==> src/sv/b64d_pkg.sv <==
`timescale 1ns / 1ps
// ----------------------------------------------------------------------------
// b64d_pkg
// Shared types, constants and the character classifier of the Base64 decoder.
// ----------------------------------------------------------------------------
package b64d_pkg;

	localparam int MID_DEPTH_DEF = 4;
	localparam int OUT_DEPTH_DEF = 4;

	localparam logic [7:0] PAD_CHAR   = 8'h3D;
	localparam logic [7:0] PLUS_CHAR  = 8'h2B;
	localparam logic [7:0] SLASH_CHAR = 8'h2F;
	localparam logic [5:0] PLUS_VAL   = 6'd62;
	localparam logic [5:0] SLASH_VAL  = 6'd63;
	localparam logic [5:0] LOWER_OFS  = 6'd26;
	localparam logic [5:0] DIGIT_OFS  = 6'd52;

	localparam logic [1:0] PH_FIRST  = 2'd0;
	localparam logic [1:0] PH_SECOND = 2'd1;
	localparam logic [1:0] PH_THIRD  = 2'd2;
	localparam logic [1:0] PH_FOURTH = 2'd3;

	typedef struct packed {
		logic [5:0] sextet;
		logic       is_bad;
		logic       is_pad;
		logic       last;
	} item_t;

	typedef struct packed {
		logic [7:0] out_byte;
		logic       byte_valid;
		logic       end_flag;
		logic       bad_input;
	} result_t;

	// bit 6 marks a character outside the alphabet
	function automatic logic [6:0] sextet_of(input logic [7:0] c);
		logic [7:0] d;
		logic [6:0] r;
		d = 8'd0;
		r = {1'b1, 6'd0};
		if (c inside {[8'h41:8'h5A]}) begin
			d = c - 8'h41;
			r = {1'b0, d[5:0]};
		end else if (c inside {[8'h61:8'h7A]}) begin
			d = c - 8'h61;
			r = {1'b0, d[5:0] + LOWER_OFS};
		end else if (c inside {[8'h30:8'h39]}) begin
			d = c - 8'h30;
			r = {1'b0, d[5:0] + DIGIT_OFS};
		end else if (c == PLUS_CHAR) begin
			r = {1'b0, PLUS_VAL};
		end else if (c == SLASH_CHAR) begin
			r = {1'b0, SLASH_VAL};
		end
		return r;
	endfunction

endpackage

==> src/sv/b64d_fifo.sv <==
`timescale 1ns / 1ps
// ----------------------------------------------------------------------------
// b64d_fifo
// Small register queue with full and empty flags; a push and a pop can both take effect in the same cycle.
// ----------------------------------------------------------------------------
module b64d_fifo import b64d_pkg::*; #(
	parameter int WIDTH = 8,
	parameter int DEPTH = MID_DEPTH_DEF
) (
	input  logic             clk,
	input  logic             arst_n,
	input  logic             wr_en,
	input  logic [WIDTH-1:0] wr_data,
	output logic             full,
	input  logic             rd_en,
	output logic [WIDTH-1:0] rd_data,
	output logic             empty
);

	localparam int PW = (DEPTH > 1) ? $clog2(DEPTH) : 1;
	localparam int CW = $clog2(DEPTH + 1);
	localparam logic [PW-1:0] LAST_PTR = PW'(DEPTH - 1);
	localparam logic [CW-1:0] FULL_CNT = CW'(DEPTH);

	logic [WIDTH-1:0] mem_q [DEPTH];
	logic [PW-1:0]    wr_ptr_q;
	logic [PW-1:0]    rd_ptr_q;
	logic [CW-1:0]    count_q;
	logic             do_wr;
	logic             do_rd;

	assign full    = (count_q == FULL_CNT);
	assign empty   = (count_q == '0);
	assign do_wr   = wr_en && !full;
	assign do_rd   = rd_en && !empty;
	assign rd_data = mem_q[rd_ptr_q];

	always_ff @(posedge clk) begin
		if (do_wr) begin
			mem_q[wr_ptr_q] <= wr_data;
		end
	end

	always_ff @(posedge clk or negedge arst_n) begin
		if (!arst_n) begin
			wr_ptr_q <= '0;
			rd_ptr_q <= '0;
			count_q  <= '0;
		end else begin
			if (do_wr) begin
				wr_ptr_q <= (wr_ptr_q == LAST_PTR) ? '0 : wr_ptr_q + 1'b1;
			end
			if (do_rd) begin
				rd_ptr_q <= (rd_ptr_q == LAST_PTR) ? '0 : rd_ptr_q + 1'b1;
			end
			if (do_wr && !do_rd) begin
				count_q <= count_q + 1'b1;
			end else if (do_rd && !do_wr) begin
				count_q <= count_q - 1'b1;
			end
		end
	end

endmodule

==> src/sv/b64d_front.sv <==
`timescale 1ns / 1ps
// ----------------------------------------------------------------------------
// b64d_front
// Accepts characters and classifies them into sextet, padding and bad marks.
// ----------------------------------------------------------------------------
module b64d_front import b64d_pkg::*; (
	input  logic       push,
	input  logic       q_full,
	input  logic [7:0] char_code,
	input  logic       end_of_text,
	output logic       q_wr,
	output item_t      q_item
);

	logic [6:0] lookup;

	assign lookup         = sextet_of(char_code);
	assign q_wr           = push && !q_full;
	assign q_item.sextet  = lookup[5:0];
	assign q_item.is_bad  = lookup[6];
	assign q_item.is_pad  = (char_code == PAD_CHAR);
	assign q_item.last    = end_of_text;

endmodule

==> src/sv/b64d_back.sv <==
`timescale 1ns / 1ps
// ----------------------------------------------------------------------------
// b64d_back
// Group phase tracking, byte assembly, padding and error handling.
// ----------------------------------------------------------------------------
module b64d_back import b64d_pkg::*; (
	input  logic    clk,
	input  logic    arst_n,
	input  logic    item_avail,
	input  item_t   item,
	output logic    item_take,
	input  logic    res_full,
	output logic    res_wr,
	output result_t res
);

	logic [1:0] phase_q;
	logic [5:0] held_q;
	logic       closed_q;
	logic       discard_q;

	logic [1:0] phase_d;
	logic [5:0] held_d;
	logic       closed_d;
	logic       discard_d;
	logic       emit;
	result_t    r;

	assign item_take = item_avail && !res_full;
	assign res_wr    = item_take && emit;
	assign res       = r;

	always_comb begin
		phase_d   = phase_q;
		held_d    = held_q;
		closed_d  = closed_q;
		discard_d = discard_q;
		emit      = 1'b0;
		r         = '0;
		if (discard_q) begin
			if (item.last) begin
				emit       = 1'b1;
				r.end_flag  = 1'b1;
				r.bad_input = 1'b1;
			end
		end else if (closed_q) begin
			closed_d = 1'b0;
			phase_d  = PH_FIRST;
			if (item.last) begin
				emit      = 1'b1;
				r.end_flag = 1'b1;
			end
		end else begin
			case (phase_q)
				PH_FIRST: begin
					if (item.is_bad || item.last) begin
						emit        = 1'b1;
						r.bad_input = 1'b1;
						r.end_flag  = item.last;
						discard_d   = !item.last;
					end else begin
						held_d  = item.sextet;
						phase_d = PH_SECOND;
					end
				end
				PH_SECOND: begin
					emit = 1'b1;
					if (item.is_bad) begin
						r.bad_input = 1'b1;
						r.end_flag  = item.last;
						discard_d   = !item.last;
					end else begin
						r.out_byte   = {held_q, item.sextet[5:4]};
						r.byte_valid = 1'b1;
						r.end_flag   = item.last;
						held_d       = item.sextet;
						phase_d      = PH_THIRD;
					end
				end
				PH_THIRD: begin
					if (item.is_pad) begin
						if (item.last) begin
							emit       = 1'b1;
							r.end_flag = 1'b1;
						end else begin
							closed_d = 1'b1;
						end
					end else if (item.is_bad) begin
						emit        = 1'b1;
						r.bad_input = 1'b1;
						r.end_flag  = item.last;
						discard_d   = !item.last;
					end else begin
						emit         = 1'b1;
						r.out_byte   = {held_q[3:0], item.sextet[5:2]};
						r.byte_valid = 1'b1;
						r.end_flag   = item.last;
						held_d       = item.sextet;
						phase_d      = PH_FOURTH;
					end
				end
				PH_FOURTH: begin
					if (item.is_pad) begin
						phase_d = PH_FIRST;
						held_d  = '0;
						if (item.last) begin
							emit       = 1'b1;
							r.end_flag = 1'b1;
						end
					end else if (item.is_bad) begin
						emit        = 1'b1;
						r.bad_input = 1'b1;
						r.end_flag  = item.last;
						discard_d   = !item.last;
					end else begin
						emit         = 1'b1;
						r.out_byte   = {held_q[1:0], item.sextet};
						r.byte_valid = 1'b1;
						r.end_flag   = item.last;
						phase_d      = PH_FIRST;
						held_d       = '0;
					end
				end
				default: begin
					phase_d = PH_FIRST;
				end
			endcase
		end
		// end of message clears everything
		if (item.last) begin
			phase_d   = PH_FIRST;
			held_d    = '0;
			closed_d  = 1'b0;
			discard_d = 1'b0;
		end
	end

	always_ff @(posedge clk or negedge arst_n) begin
		if (!arst_n) begin
			phase_q   <= PH_FIRST;
			held_q    <= '0;
			closed_q  <= 1'b0;
			discard_q <= 1'b0;
		end else if (item_take) begin
			phase_q   <= phase_d;
			held_q    <= held_d;
			closed_q  <= closed_d;
			discard_q <= discard_d;
		end
	end

endmodule

==> src/sv/base64_decoder.sv <==
`timescale 1ns / 1ps
// ----------------------------------------------------------------------------
// base64_decoder
// Streaming Base64 decoder, standard alphabet, one character per transaction.
// ----------------------------------------------------------------------------
//  channel  | handshake        | fields
//  input    | push / full      | char_code, end_of_text
//  result   | pop / empty      | out_byte, byte_valid, end_flag, bad_input
//
//  one character per cycle sustained while the result queue has room; a
//  character waits in the character queue, its result in the result queue;
//  the decode step handles one character a cycle and emits at most one result
//  a full result queue stalls decode, a full character queue raises full
//  reset clears both queues and the group state; no clearing pass
// ----------------------------------------------------------------------------
module base64_decoder import b64d_pkg::*; #(
	parameter int MID_DEPTH = MID_DEPTH_DEF,
	parameter int OUT_DEPTH = OUT_DEPTH_DEF
) (
	input  logic       clk,
	input  logic       arst_n,
	input  logic       push,
	output logic       full,
	input  logic [7:0] char_code,
	input  logic       end_of_text,
	output logic       empty,
	input  logic       pop,
	output logic [7:0] out_byte,
	output logic       byte_valid,
	output logic       end_flag,
	output logic       bad_input
);

	logic    mid_wr;
	item_t   mid_wr_item;
	logic    mid_full;
	logic    mid_rd;
	item_t   mid_rd_item;
	logic    mid_empty;
	logic    res_wr;
	result_t res_wr_data;
	logic    res_full;
	result_t res_rd_data;

	assign full = mid_full;

	b64d_front u_front (
		.push        (push),
		.q_full      (mid_full),
		.char_code   (char_code),
		.end_of_text (end_of_text),
		.q_wr        (mid_wr),
		.q_item      (mid_wr_item)
	);

	b64d_fifo #(
		.WIDTH ($bits(item_t)),
		.DEPTH (MID_DEPTH)
	) u_mid_q (
		.clk     (clk),
		.arst_n  (arst_n),
		.wr_en   (mid_wr),
		.wr_data (mid_wr_item),
		.full    (mid_full),
		.rd_en   (mid_rd),
		.rd_data (mid_rd_item),
		.empty   (mid_empty)
	);

	b64d_back u_back (
		.clk        (clk),
		.arst_n     (arst_n),
		.item_avail (!mid_empty),
		.item       (mid_rd_item),
		.item_take  (mid_rd),
		.res_full   (res_full),
		.res_wr     (res_wr),
		.res        (res_wr_data)
	);

	b64d_fifo #(
		.WIDTH ($bits(result_t)),
		.DEPTH (OUT_DEPTH)
	) u_out_q (
		.clk     (clk),
		.arst_n  (arst_n),
		.wr_en   (res_wr),
		.wr_data (res_wr_data),
		.full    (res_full),
		.rd_en   (pop),
		.rd_data (res_rd_data),
		.empty   (empty)
	);

	assign out_byte   = res_rd_data.out_byte;
	assign byte_valid = res_rd_data.byte_valid;
	assign end_flag   = res_rd_data.end_flag;
	assign bad_input  = res_rd_data.bad_input;

endmodule
==> config.mk <==
export PLATFORM = sky130hd
export DESIGN_NAME = base64_decoder
export DESIGN_NICKNAME = d
export VERILOG_FILES = /design/src/sv/b64d_pkg.sv /design/src/sv/b64d_fifo.sv /design/src/sv/b64d_front.sv /design/src/sv/b64d_back.sv /design/src/sv/base64_decoder.sv
export SDC_FILE = /design/constraint.sdc
export NUM_CORES = 1
export LEC_CHECK = 0
export BUFFER_PORTS_ARGS = -buffer_cell sky130_fd_sc_hd__buf_2
export CAP_MARGIN = 5
export CORE_MARGIN = 4
export CORE_UTILIZATION = 30
export CTS_CLUSTER_DIAMETER = 50
export DETAILED_ROUTE_END_ITERATION = 6
export PLACE_DENSITY = 0.51
export SYNTH_ARGS = -nofsm -noshare
export SYNTH_HDL_FRONTEND = slang
export SYNTH_HIERARCHICAL = 1
export SYNTH_SLANG_ARGS = --single-unit
==> constraint.sdc <==
create_clock -name clk -period 7.85 [get_ports clk]
set_input_delay 1.1775 -clock clk [delete_from_list [all_inputs] [get_ports clk]]
set_output_delay 1.1775 -clock clk [all_outputs]
set_load 0.005 [all_outputs]
==> impl_metrics.json <==
{
  "status": "completed",
  "finalSetupViolCount": 0,
  "grt_usage_pct": 9.81,
  "critPathMaxFanout": 12,
  "syn_area_sq_mm": 0.00526,
  "synthSimpleGateAreaFrac_pct": 10.9,
  "clkTransAtPathRegs_ns": 0.06,
  "wl_met3_microns": 337,
  "postCtsHoldBufs": 0,
  "powerDensity_mw_per_mm2": 385,
  "cts_root_buffer": "clkbuf_16",
  "yosys-mux-area-fraction_pct": 12.5,
  "internal_power_mw": 1.49,
  "hold_class": "reg2reg",
  "switchingPower_mw": 0.766,
  "grt_pass1_vias": 2943,
  "die_h_microns": 140,
  "fin_crit_sh_pct": 42.2,
  "port_buffers": 25,
  "numCtsBuffers": 9,
  "total_power_mw": 2.26,
  "rows": 48,
  "seqPwrFrac_pct": 42.7,
  "fin_skew_ns": 0.00551,
  "vdd_drop_max_mv": 0.145,
  "vias": 3002,
  "hold_depth": 1,
  "h-tree-depth": 3,
  "postCtsResizedCells": 0,
  "cp-end-kind": "flip-flop",
  "die-area_sq_mm": 0.0197,
  "worst_hold_startpoint": "u_out_q/count_q[2]",
  "dr.pass1.iters": 5,
  "core_sq_mm": 0.0172,
  "synthArstFlopShare_pct": 23.1,
  "drive_above_1_share_pct": 20.2,
  "drt_iter0_markers": 172,
  "antenna_cells": 0,
  "worstPathArrival_ns": 3.57,
  "clock.fmax_mhz": 302,
  "ys_seq_area_share_pct": 57.0,
  "rsz0062_at_grt": "false",
  "post-cts-setup-buffers": 0,
  "yosysWarnings": 6,
  "cts_tree": "built",
  "place_congestion": 0.811,
  "r2r-end": "u_out_q/count_q[2]",
  "finalMaxSlewViolations": 0,
  "grt_max_degree": 25,
  "synthAdderAreaFrac_pct": 6.94,
  "r2r_slack_ns": 4.54,
  "cp.required_ns": 8.11,
  "ys.flop_type": "edfxtp_1",
  "nFillCells": 1654,
  "m1WireLength_microns": 4100,
  "wirelength_microns": 9330,
  "synth-seq-cells": 104,
  "initial_core_util_pct": 30.5,
  "post-route-drc-count": 0,
  "antenna_found_initial": 0,
  "fp.dieW_microns": 140,
  "design_area_sq_mm": 0.00587,
  "vias_per_cell": 4.83,
  "hold_viol": 0,
  "wire_per_inst_microns": 15.0,
  "synthTopCellsByArea": "edfxtp_1, dfrtp_1, ha_1, mux4_2, mux4_1",
  "timing.rr.start": "u_mid_q/rd_ptr_q[0]",
  "synth_nets": 408,
  "setup_tns_ns": 0,
  "worstMarginPinSlew_ns": 0.890,
  "syn_area_per_cell_sq_um": 14.3,
  "yosysTopAreaCell": "edfxtp_1",
  "final_antenna_net_count": 0,
  "yosysUniqueCellTypes": 65,
  "min_to": "u_out_q/count_q[2]",
  "synth_compound_area_share_pct": 7.49,
  "routed-wl-met2_microns": 4750,
  "ios": 26,
  "syn_inst": 367,
  "r2r_cells": 11,
  "max_cap_viol_count": 0,
  "synth_top_family_by_area": "multiplexers",
  "comb_power_share_pct": 38.2,
  "synth_top_area_share_pct": 45.6,
  "numClockSinks": 104,
  "worst-setup-path-type": "reg2reg",
  "power_frac_clock_pct": 19.1,
  "period_needed_ns": 3.31,
  "synthToLayoutAreaGrowth_pct": 11.6,
  "post-dp-hpwl_microns": 6620,
  "swShare_pct": 33.9,
  "overflow": 0,
  "synth_xor_area_share_pct": 1.66,
  "slew-limit-headroom_pct": 40.4,
  "p_leak_nw": 2.15,
  "grt_pass1_wl_microns": 15300,
  "ctsLongestPathBuffers": 2,
  "topRoutingLayerUsed": "met4",
  "worstSkewPairLatency_ns": 0.34,
  "nNetsFinal": 432,
  "postPlaceCellArea_sq_mm": 0.00558,
  "synth_edf_count": 80,
  "startpoint_type": "flip-flop"
}
[logic make-up after synthesis]
logic type                 Yosys count
and+or+nand+nor                    100
adders and majority gates           28
buffers and inverters               37
AOI/OAI and AO/OA                   52
xor gates and xnor gates            10
muxes                               36
DFF                                104
[how the worst max path moves through the flow]
stage,from,end,slack [ns],depth (start not counted)
global route,u_mid_q/rd_ptr_q[0],u_out_q/count_q[2],4.27,11
floorplan,char_code[1],u_mid_q/mem_q[0][8],4.89,8
global placement,char_code[2],u_mid_q/mem_q[0][8],4.56,8
CTS,u_mid_q/rd_ptr_q[0],u_out_q/count_q[2],4.50,11
detailed placement,char_code[2],u_mid_q/mem_q[2][8],4.45,8
finish,u_mid_q/rd_ptr_q[0],u_out_q/count_q[2],4.54,11
[synthesized netlist by cell type, types with 4 or more instances]
master    number
edfxtp_1      80
nor2_1        31
ha_1          26
dfrtp_1       24
inv_1         23
nand2_1       20
mux4_2        14
a21oi_1       12
nor3_1         8
a222oi_1       7
mux2i_1        7
o21ai_0        7
mux4_1         6
xor2_1         6
nand2b_1       5
nand3_1        5
a31oi_1        4
and2_2         4
buf_6          4
mux2_2         4
mux2_4         4
nor2b_1        4
xnor2_1        4
[sequential cells by signal, summed over array words and instances, names as in the netlist]
signal	cells
u_out_q/wr_ptr_q	2
u_mid_q/rd_ptr_q	2
u_out_q/mem_q	44
u_out_q/rd_ptr_q	2
u_out_q/count_q	3
u_mid_q/count_q	3
u_mid_q/wr_ptr_q	2
u_back/discard_q	1
u_back/closed_q	1
u_back/phase_q	2
u_back/held_q	6
u_mid_q/mem_q	36
[power by group through the flow]
stage	registers (mW)	clock network (mW)	logic, mW
CTS	0.973	0.443	0.881
floorplan	0.904	0	0.733
global route	0.997	0.464	0.964
detailed placement	0.984	0	0.879
finish	0.966	0.432	0.862
global placement	0.972	0	0.859
[cells in the final DEF (no fill, tap or decap), types with 3 or more instances in the layout]
cell       Yosys  routed
a21o_1         3       3
a21oi_1       12      12
a222oi_1       7       7
a31oi_1        4       4
and2_1         3       3
and2_2         4       4
buf_2          3      25
clkbuf_16      0       9
clkinv_1       1       3
dfrtp_1       24      24
edfxtp_1      80      80
ha_1          26      26
inv_1         23      23
mux2_2         4       4
mux2_4         4       4
mux2i_1        7       7
mux4_1         6       6
mux4_2        14      14
nand2_1       20      20
nand2b_1       5       5
nand3_1        5       5
nor2_1        31      31
nor2b_1        4       4
nor3_1         8       8
o21ai_0        7       7
o21ai_1        3       3
xnor2_1        4       4
xor2_1         6       6
[worst max-delay path, stage by stage (launching register included)]
cell and delay (ns):
dfrtp_1 0.77, mux4_2 0.68, nand3_1 0.12, o21ai_0 0.08
a21oi_1 0.14, nor2b_2 0.33, ha_1 0.25, inv_1 0.06
fa_1 0.37, xor2_1 0.15, nor2_1 0.11, xor2_1 0.16
[metal layers]
layer / GRT usage, % / vias to the layer above
li1: - / 1430
met1: 12.2 / 1485
met2: 16.8 / 76
met3: 1.84 / 11
met4: 3.88 / 0
met5: 0 / -
[final cells by class]
cell class | instances | area (sq um) | area share, %
flip-flops and latches | 104 | 3000 | 51.1
multi-input cells | 226 | 2080 | 35.4
well taps | 225 | 282 | 4.79
clock buffers | 10 | 229 | 3.90
repair buffers | 25 | 125 | 2.13
inverters | 25 | 93.8 | 1.60
clock inverters | 6 | 58.8 | 1.00
[through the flow]
step	instances	utilization, %	worst slack, ns	hold slack, ns
after floorplan	367	-	4.89	0.464
after global placement	605	32.4	4.56	0.481
after detailed placement	605	32.4	4.45	0.499
after CTS	621	34.1	4.50	0.511
after global routing	621	34.1	4.27	0.535
final	621	34.1	4.54	0.500
Note: power is estimated with default switching activity, not from simulation.
